--- src/parking_distance_zone_indicator_unit_defines.svh ---
// ----------------------------------------------------------------------------
// Parking distance zone indicator: assertion macros
// Shared property wrappers, clocked on aclk and gated by the active-low reset.
// ----------------------------------------------------------------------------
`ifndef PARKING_DISTANCE_ZONE_INDICATOR_UNIT_DEFINES_SVH
`define PARKING_DISTANCE_ZONE_INDICATOR_UNIT_DEFINES_SVH

// consequent holds in the same cycle as the antecedent
`define PDZI_ASSERT_SAME(lbl, ante, cons, msg) \
    lbl: assert property (@(posedge aclk) disable iff (!aresetn) (ante) |-> (cons)) \
        else $error(msg);

// consequent holds in the cycle after the antecedent
`define PDZI_ASSERT_NEXT(lbl, ante, cons, msg) \
    lbl: assert property (@(posedge aclk) disable iff (!aresetn) (ante) |=> (cons)) \
        else $error(msg);

`endif

--- src/pdzi_pkg.sv ---
// ----------------------------------------------------------------------------
// pdzi_pkg
// Types, zone codes and bound arithmetic shared by the zone indicator.
// ----------------------------------------------------------------------------
package pdzi_pkg;

    localparam int DIST_W  = 12;
    localparam int POT_W   = 10;
    localparam int LIMIT_W = 18;
    localparam int ZONE_W  = 3;
    localparam int LED_W   = 5;

    localparam logic [DIST_W-1:0]  MID_BASE    = 12'd1046;
    localparam logic [POT_W-1:0]   POT_RESET   = 10'd334;
    localparam logic [LIMIT_W-1:0] LIMIT_RESET = 18'd180000;
    localparam logic [LIMIT_W-1:0] IDLE_MAX    = 18'd262143;

    // register indexes on the config port
    localparam logic CFG_POT   = 1'b0;
    localparam logic CFG_LIMIT = 1'b1;

    // item kinds carried on s_tuser
    localparam logic CMD_SAMPLE = 1'b0;
    localparam logic CMD_TICK   = 1'b1;

    localparam logic [ZONE_W-1:0] ZONE_OFF       = 3'd0;
    localparam logic [ZONE_W-1:0] ZONE_TOO_CLOSE = 3'd1;
    localparam logic [ZONE_W-1:0] ZONE_CLOSE     = 3'd2;
    localparam logic [ZONE_W-1:0] ZONE_OPTIMAL   = 3'd3;
    localparam logic [ZONE_W-1:0] ZONE_FAR       = 3'd4;
    localparam logic [ZONE_W-1:0] ZONE_TOO_FAR   = 3'd5;

    // floor(k*m/5) = (m * k*ceil(2^17/5)) >> 17, floor(k*m/25) likewise with 2^21,
    // exact for every midpoint the trim range allows
    localparam int MUL_W = 36;
    localparam logic [MUL_W-1:0] K_B1 = 36'd104860;   // 4  * 26215
    localparam logic [MUL_W-1:0] K_B2 = 36'd2013288;  // 24 * 83887
    localparam logic [MUL_W-1:0] K_B3 = 36'd2181062;  // 26 * 83887
    localparam logic [MUL_W-1:0] K_B4 = 36'd157290;   // 6  * 26215

    typedef struct packed {
        logic [DIST_W-1:0] b1;
        logic [DIST_W-1:0] b2;
        logic [DIST_W-1:0] b3;
        logic [DIST_W-1:0] b4;
    } pdzi_bounds_t;

    typedef struct packed {
        pdzi_bounds_t       bounds;
        logic [LIMIT_W-1:0] limit;
    } pdzi_cfg_t;

    typedef struct packed {
        logic              cmd;
        logic              switch_pressed;
        logic [DIST_W-1:0] distance;
    } pdzi_item_t;

    function automatic pdzi_bounds_t pdzi_calc_bounds(input logic [POT_W-1:0] pot);
        logic [MUL_W-1:0] mid;
        logic [MUL_W-1:0] p1;
        logic [MUL_W-1:0] p2;
        logic [MUL_W-1:0] p3;
        logic [MUL_W-1:0] p4;
        pdzi_bounds_t     b;
        mid  = MUL_W'(MID_BASE) + MUL_W'(pot);
        p1   = mid * K_B1;
        p2   = mid * K_B2;
        p3   = mid * K_B3;
        p4   = mid * K_B4;
        b.b1 = p1[17 +: DIST_W];
        b.b2 = p2[21 +: DIST_W];
        b.b3 = p3[21 +: DIST_W];
        b.b4 = p4[17 +: DIST_W];
        return b;
    endfunction

endpackage

--- src/pdzi_cfg_regs.sv ---
// ----------------------------------------------------------------------------
// pdzi_cfg_regs
// Config registers; the zone bounds are worked out once per trim write.
// ----------------------------------------------------------------------------
module pdzi_cfg_regs import pdzi_pkg::*; (
    input  logic               aclk,
    input  logic               aresetn,
    input  logic               cfg_wen,
    input  logic               cfg_index,
    input  logic [LIMIT_W-1:0] cfg_wdata,
    output pdzi_cfg_t          cfg
);

    pdzi_bounds_t       bounds_reg;
    pdzi_bounds_t       bounds_next;
    logic [LIMIT_W-1:0] limit_reg;
    logic [LIMIT_W-1:0] limit_next;

    always_comb begin
        bounds_next = bounds_reg;
        limit_next  = limit_reg;
        if (cfg_wen) begin
            unique case (cfg_index)
                CFG_POT:   bounds_next = pdzi_calc_bounds(cfg_wdata[POT_W-1:0]);
                CFG_LIMIT: limit_next  = cfg_wdata;
                default:   ;
            endcase
        end
    end

    always_ff @(posedge aclk) begin
        if (!aresetn) begin
            bounds_reg <= pdzi_calc_bounds(POT_RESET);
            limit_reg  <= LIMIT_RESET;
        end else begin
            bounds_reg <= bounds_next;
            limit_reg  <= limit_next;
        end
    end

    assign cfg.bounds = bounds_reg;
    assign cfg.limit  = limit_reg;

endmodule

--- src/pdzi_in_reg.sv ---
// ----------------------------------------------------------------------------
// pdzi_in_reg
// Input register: holds one beat until the core takes it.
// ----------------------------------------------------------------------------
module pdzi_in_reg import pdzi_pkg::*; (
    input  logic       aclk,
    input  logic       aresetn,
    input  logic       s_tvalid,
    output logic       s_tready,
    input  pdzi_item_t s_item,
    output logic       item_valid,
    output pdzi_item_t item,
    input  logic       item_take
);

    logic       valid_reg;
    logic       valid_next;
    pdzi_item_t item_reg;
    logic       load;

    // refill in the same cycle the core drains
    assign s_tready   = !valid_reg || item_take;
    assign load       = s_tvalid && s_tready;
    assign valid_next = load || (valid_reg && !item_take);

    always_ff @(posedge aclk) begin
        if (!aresetn) begin
            valid_reg <= 1'b0;
        end else begin
            valid_reg <= valid_next;
        end
    end

    always_ff @(posedge aclk) begin
        if (load) begin
            item_reg <= s_item;
        end
    end

    assign item_valid = valid_reg;
    assign item       = item_reg;

endmodule

--- src/pdzi_core.sv ---
// ----------------------------------------------------------------------------
// pdzi_core
// Sample averaging, zone classification, idle timer and result register.
// ----------------------------------------------------------------------------
module pdzi_core import pdzi_pkg::*; #(
    parameter int AVG_COUNT = 10
) (
    input  logic              aclk,
    input  logic              aresetn,
    input  pdzi_cfg_t         cfg,
    input  logic              item_valid,
    input  pdzi_item_t        item,
    output logic              item_take,
    output logic              out_valid,
    input  logic              out_ready,
    output logic [ZONE_W-1:0] out_zone,
    output logic [LED_W-1:0]  out_led,
    output logic [DIST_W-1:0] out_avg,
    output logic              powered_off
);

    localparam int SUM_W   = $clog2(AVG_COUNT * 4096);
    localparam int CNT_W   = $clog2(AVG_COUNT + 1);
    localparam int RK      = SUM_W + 5;
    localparam int RECIP_W = RK + 1;
    localparam int PROD_W  = SUM_W + RECIP_W;
    localparam logic [RECIP_W-1:0] RECIP = RECIP_W'((2**RK + AVG_COUNT - 1) / AVG_COUNT);
    localparam logic [CNT_W-1:0]   CNT_LAST = CNT_W'(AVG_COUNT);

    logic [SUM_W-1:0]   sum_reg,   sum_next;
    logic [CNT_W-1:0]   count_reg, count_next;
    logic [LIMIT_W-1:0] idle_reg,  idle_next;
    logic               off_reg,   off_next;
    logic [ZONE_W-1:0]  last_reg,  last_next;
    logic               ovalid_reg, ovalid_next;
    logic [ZONE_W-1:0]  ozone_reg, ozone_next;
    logic [LED_W-1:0]   oled_reg,  oled_next;
    logic [DIST_W-1:0]  oavg_reg,  oavg_next;

    logic [SUM_W-1:0]  total;
    logic [CNT_W-1:0]  count_inc;
    logic [PROD_W-1:0] prod;
    logic [DIST_W-1:0] avg;
    logic [ZONE_W-1:0] zone;
    logic [LED_W-1:0]  led;
    logic              complete;
    logic              post;

    // take a beat whenever the result register has room for its result
    assign item_take = item_valid && (!ovalid_reg || out_ready);

    assign total     = sum_reg + SUM_W'(item.distance);
    assign count_inc = count_reg + 1'b1;
    assign complete  = (count_inc == CNT_LAST);
    assign prod      = PROD_W'(total) * PROD_W'(RECIP);
    assign avg       = prod[RK +: DIST_W];

    always_comb begin
        if (avg < cfg.bounds.b1) begin
            zone = ZONE_TOO_CLOSE;
        end else if (avg < cfg.bounds.b2) begin
            zone = ZONE_CLOSE;
        end else if (avg < cfg.bounds.b3) begin
            zone = ZONE_OPTIMAL;
        end else if (avg < cfg.bounds.b4) begin
            zone = ZONE_FAR;
        end else begin
            zone = ZONE_TOO_FAR;
        end
    end

    always_comb begin
        unique case (zone)
            ZONE_TOO_CLOSE: led = 5'b00001;
            ZONE_CLOSE:     led = 5'b00010;
            ZONE_OPTIMAL:   led = 5'b00100;
            ZONE_FAR:       led = 5'b01000;
            ZONE_TOO_FAR:   led = 5'b10000;
            default:        led = '0;
        endcase
    end

    always_comb begin
        sum_next   = sum_reg;
        count_next = count_reg;
        idle_next  = idle_reg;
        off_next   = off_reg;
        last_next  = last_reg;
        post       = 1'b0;
        ozone_next = ozone_reg;
        oled_next  = oled_reg;
        oavg_next  = oavg_reg;
        if (item_take) begin
            if (item.cmd == CMD_TICK) begin
                if (idle_reg != IDLE_MAX) begin
                    idle_next = idle_reg + 1'b1;
                end
            end else if (off_reg) begin
                // wake beat is consumed without a result
                if (item.distance != '0 || item.switch_pressed) begin
                    off_next  = 1'b0;
                    idle_next = '0;
                end
            end else if (!complete) begin
                sum_next   = total;
                count_next = count_inc;
            end else begin
                sum_next   = '0;
                count_next = '0;
                post       = 1'b1;
                oavg_next  = avg;
                if (idle_reg > cfg.limit) begin
                    off_next   = 1'b1;
                    ozone_next = ZONE_OFF;
                    oled_next  = '0;
                end else begin
                    ozone_next = zone;
                    oled_next  = led;
                    if (zone != last_reg) begin
                        last_next = zone;
                        idle_next = '0;
                    end
                end
            end
        end
        ovalid_next = post || (ovalid_reg && !out_ready);
    end

    always_ff @(posedge aclk) begin
        if (!aresetn) begin
            sum_reg    <= '0;
            count_reg  <= '0;
            idle_reg   <= '0;
            off_reg    <= 1'b0;
            last_reg   <= ZONE_OFF;
            ovalid_reg <= 1'b0;
        end else begin
            sum_reg    <= sum_next;
            count_reg  <= count_next;
            idle_reg   <= idle_next;
            off_reg    <= off_next;
            last_reg   <= last_next;
            ovalid_reg <= ovalid_next;
        end
    end

    always_ff @(posedge aclk) begin
        ozone_reg <= ozone_next;
        oled_reg  <= oled_next;
        oavg_reg  <= oavg_next;
    end

    assign out_valid   = ovalid_reg;
    assign out_zone    = ozone_reg;
    assign out_led     = oled_reg;
    assign out_avg     = oavg_reg;
    assign powered_off = off_reg;

endmodule

--- src/parking_distance_zone_indicator_unit.sv ---
// Path: a beat is registered in the input register, then processed by the core; a group's
//   result is registered in the result register when the core takes its last sample beat.
// Throughput: one beat per cycle while m_tready stays high; one averaging
//   multiply and four bound compares sit between the input and result registers.
// Reset: aresetn is synchronous, active low; clears the sums, idle timer and
//   power state, and restores the trim (334) and idle limit (180000 ms).
// ----------------------------------------------------------------------------
// parking_distance_zone_indicator_unit
// Averages distance samples in groups and sorts each mean into a parking zone,
// powering off after a configurable idle time.
// ----------------------------------------------------------------------------
`include "parking_distance_zone_indicator_unit_defines.svh"

module parking_distance_zone_indicator_unit import pdzi_pkg::*; #(
    parameter int AVG_COUNT = 10
) (
    input  logic               aclk,
    input  logic               aresetn,
    input  logic               cfg_wen,
    input  logic               cfg_index,
    input  logic [LIMIT_W-1:0] cfg_wdata,
    input  logic               s_tvalid,
    output logic               s_tready,
    input  logic [15:0]        s_tdata,   // [11:0] distance, [12] switch_pressed
    input  logic               s_tuser,   // [0] cmd
    output logic               m_tvalid,
    input  logic               m_tready,
    output logic [23:0]        m_tdata    // [2:0] zone, [7:3] led_pattern,
                                          // [19:8] average_distance
);

    pdzi_cfg_t         cfg;
    pdzi_item_t        s_item;
    pdzi_item_t        item;
    logic              item_valid;
    logic              item_take;
    logic [ZONE_W-1:0] out_zone;
    logic [LED_W-1:0]  out_led;
    logic [DIST_W-1:0] out_avg;
    logic              powered_off;

    assign s_item.cmd            = s_tuser;
    assign s_item.distance       = s_tdata[DIST_W-1:0];
    assign s_item.switch_pressed = s_tdata[DIST_W];

    pdzi_cfg_regs u_cfg (
        .aclk      (aclk),
        .aresetn   (aresetn),
        .cfg_wen   (cfg_wen),
        .cfg_index (cfg_index),
        .cfg_wdata (cfg_wdata),
        .cfg       (cfg)
    );

    pdzi_in_reg u_in (
        .aclk       (aclk),
        .aresetn    (aresetn),
        .s_tvalid   (s_tvalid),
        .s_tready   (s_tready),
        .s_item     (s_item),
        .item_valid (item_valid),
        .item       (item),
        .item_take  (item_take)
    );

    pdzi_core #(
        .AVG_COUNT (AVG_COUNT)
    ) u_core (
        .aclk        (aclk),
        .aresetn     (aresetn),
        .cfg         (cfg),
        .item_valid  (item_valid),
        .item        (item),
        .item_take   (item_take),
        .out_valid   (m_tvalid),
        .out_ready   (m_tready),
        .out_zone    (out_zone),
        .out_led     (out_led),
        .out_avg     (out_avg),
        .powered_off (powered_off)
    );

    assign m_tdata = {4'b0000, out_avg, out_led, out_zone};

    `PDZI_ASSERT_SAME(a_led_onehot, m_tvalid && out_zone != ZONE_OFF, $onehot(out_led), "lamp drive not one-hot for an active zone")
    `PDZI_ASSERT_SAME(a_led_dark_off, m_tvalid && out_zone == ZONE_OFF, out_led == '0, "lamp drive set while reporting off")
    `PDZI_ASSERT_SAME(a_off_posts, $rose(powered_off), m_tvalid && out_zone == ZONE_OFF, "power-off without an off result")
    `PDZI_ASSERT_NEXT(a_take_valid, item_take, $past(item_valid), "core took an empty input register")

endmodule
--- config.mk ---
export PLATFORM = sky130hd
export DESIGN_NAME = parking_distance_zone_indicator_unit
export DESIGN_NICKNAME = d
export VERILOG_FILES = /design/src/pdzi_pkg.sv /design/src/pdzi_cfg_regs.sv /design/src/pdzi_in_reg.sv /design/src/pdzi_core.sv /design/src/parking_distance_zone_indicator_unit.sv
export VERILOG_INCLUDE_DIRS = /design/src /design/src/src
export SDC_FILE = /design/constraint.sdc
export NUM_CORES = 1
export LEC_CHECK = 0
export BUFFER_PORTS_ARGS = -buffer_cell sky130_fd_sc_hd__buf_2
export CELL_PAD_IN_SITES_DETAIL_PLACEMENT = 1
export CELL_PAD_IN_SITES_GLOBAL_PLACEMENT = 1
export CORE_ASPECT_RATIO = 1.2
export CORE_MARGIN = 2
export CORE_UTILIZATION = 40
export CTS_CLUSTER_SIZE = 16
export DETAILED_ROUTE_END_ITERATION = 8
export GPL_ROUTABILITY_DRIVEN = 1
export GPL_TIMING_DRIVEN = 0
export HOLD_SLACK_MARGIN = 0.1
export PLACE_DENSITY_LB_ADDON = 0.1
export SLEW_MARGIN = 5
export SYNTH_ARGS = -nofsm -noshare
export SYNTH_HDL_FRONTEND = slang
export SYNTH_SLANG_ARGS = --single-unit
--- constraint.sdc ---
create_clock -name aclk -period 13.79 [get_ports aclk]
set_clock_uncertainty 0.1 [all_clocks]
set_input_delay 2.0685 -clock aclk [delete_from_list [all_inputs] [get_ports aclk]]
set_output_delay 2.0685 -clock aclk [all_outputs]
set_load 0.05 [all_outputs]
==> results.cfg <==
[drt]
viasPerCell = 5.31
vias = 17200
ant_nets = 0
drt-total-wl_um = 70000
first_iter_violations = 533
drcViolationCount = 0
drt-pass1-iter-count = 5
wl_per_cell_um = 21.6

[global_route]
groute.usage.overall = 0.249
grt_first_pass_wirelength_um = 112000
antenna_found_initial = 0
met2_usage = 0.474
grt_max_degree = 22
use_met3 = 0.0166
top_usage_layer = met2
grt_overflow_total = 0
grt_pass1_vias = 19300
grtUsageMet1 = 0.284

[sta]
hold_violations = 0
slew_violations = 0
setup_viol = 0
rsz0062_at_grt = no
timing.final.crit_share = 0.913
period_minus_slack_ps = 12590
tightestPinTransition_ps = 1310
max_freq_mhz = 79.4
relSlewSlack = 0.124
tns_ps = 0

[setup_path]
worstSetupStartpointType = flop
arrival_ps = 12850
crit_top_cell = fa_1
critical_path_required_ps = 14060
crit_path_end_kind = flop
rr_worst_depth = 44
crit_type = flop to flop
rrSetupSlack_ps = 1200
critPathMaxFanout = 10
cpMaxStageDelayCell = xor2_1
cpPeakStageDelay_ps = 580

[flow_run]
maxCapViolCount = 0

[outcome]
status = complete, no violations

[clock_network]
root_buffer = clkbuf_16
holdBufCountCts = 0
cts_resized = 0
htreeDepth = 4
cts_tree = built
clk_path_buf_depth = 2
cts_buffers = 17
cts_sinks = 144
cts_setup_buffers = 0
clock_latency_ps = 450
clkSlewWorstSetupHoldPaths_ps = 60

[yosys]
syn_area_um2 = 22600
netlist.top_cell.by_area = ha_1
yosysTopAreaCellShare = 0.268
synth_edf_count = 34
synth_area_per_cell_um2 = 9.36
yosysSeqAreaShare = 0.143
synth_cell_types = 82
ys_ff_latch = 144
async_reset_ff_frac = 0
syn_inst = 2413
ys.flop_type = dfxtp_1
synthTopCellsByArea = ha_1 27%, fa_1 24%, dfxtp_1 9.8%
yosys_warnings = 0

[floorplan]
chipHeight_um = 264
num_rows = 95
fp.dieW_um = 221
initial_core_util = 0.404
dieArea_um2 = 58400
core_area_um2 = 55900
io_pins = 67

[cells_and_area]
syn_to_final_growth_pct = 8.22
antenna_cells = 0
fin_nets = 3293
largest_reg_flops = 48
drive_above_1_share = 0.0550

[placement]
gp_congestion = 0.909
io_buffers = 58
dp_hpwl_um = 60800

[min_path]
hold_depth = 2
hold_class = flop to flop
synth_stat cells, drive strengths merged (20+ instances only):
library cell    n
nand3          41
nand2         142
nand4          20
inv           537
nor2           92
o21ai          88
dfxtp         110
ha            483
a21o           28
xor2           38
edfxtp         34
a21oi         119
fa            273
clkbuf         36
xnor2          60
nor3           29
o211ai         28
final timing paths:
check,from,endpoint
max reg2reg,u_in.item[0],u_core.idle_reg[13]
max,u_in.item[0],u_core.idle_reg[13]
min,u_cfg.cfg[35],u_cfg.cfg[35]
min reg2reg,u_cfg.cfg[35],u_cfg.cfg[35]
area by class of cell:
class                   instances  area [um^2]
fillers                      6503        31400
multi-input cells            1690        17200
flip-flops and latches        144         3220
inverters                     537         2020
well taps                     727          910
clock buffers                  19          443
repair buffers                 61          328
plain buffers                  45          191
clock inverters                13          126
cell usage in the layout, fill, tap and decap left out, types with 20 or more instances in the layout:
cell	netlist	layout
a21oi_1	118	118
nand2_1	142	142
xor2_1	36	35
nand4_1	20	20
o21ai_0	77	77
a21o_1	28	28
xnor2_1	59	55
ha_1	483	483
o211ai_1	28	28
nor3_1	29	29
dfxtp_1	110	110
clkbuf_1	36	37
nand3_1	40	40
nor2_1	92	92
inv_1	537	537
fa_1	273	273
edfxtp_1	34	34
buf_2	3	61
critical path: cells and delay by family, from the launching register on:
family	cells	cell delay, ps
compound gates	16	3930
xor+xnor	3	1540
fa+ha+maj	9	3770
buf+inv	6	820
flops	1	380
mux	1	290
simple gates	9	1670
through the flow:
| step | utilization | cells | cell area, um^2 | worst slack, ps | hold WS [ps] |
|---|---|---|---|---|---|
| after detailed placement | 0.427 | 3204 | 23900 | 1120 | 348 |
| after CTS | 0.437 | 3236 | 24400 | 1100 | 357 |
| after global placement | 0.426 | 3201 | 23800 | 1350 | 343 |
| final | 0.437 | 3236 | 24400 | 1200 | 353 |
| after floorplan | - | 2416 | 22600 | 3850 | 332 |
| after global routing | 0.437 | 3236 | 24400 | 503 | 384 |
cells by family (layout without fill, tap and decap cells):
family / Yosys count / in the layout / share of synthesized area
adders and majority gates: 756 / 756 / 0.510
other: 1 / 4 / 0.000166
xor gates and xnor gates: 98 / 98 / 0.0390
AOI/OAI and AO/OA: 402 / 402 / 0.117
and+or+nand+nor: 426 / 426 / 0.0914
muxes: 4 / 4 / 0.00194
buffers and inverters: 582 / 675 / 0.0978
DFF: 144 / 144 / 0.143
layer usage:
layer / routed length (um) / vias up
li1: - / 8192
met1: 28100 / 8601
met2: 37500 / 261
met3: 1190 / 120
met4: 3130 / 0
met5: 0 / -
Power is left out: the tool's default activity adds up to more than one toggle a clock period on the data nets, which glitch-free logic cannot reach.
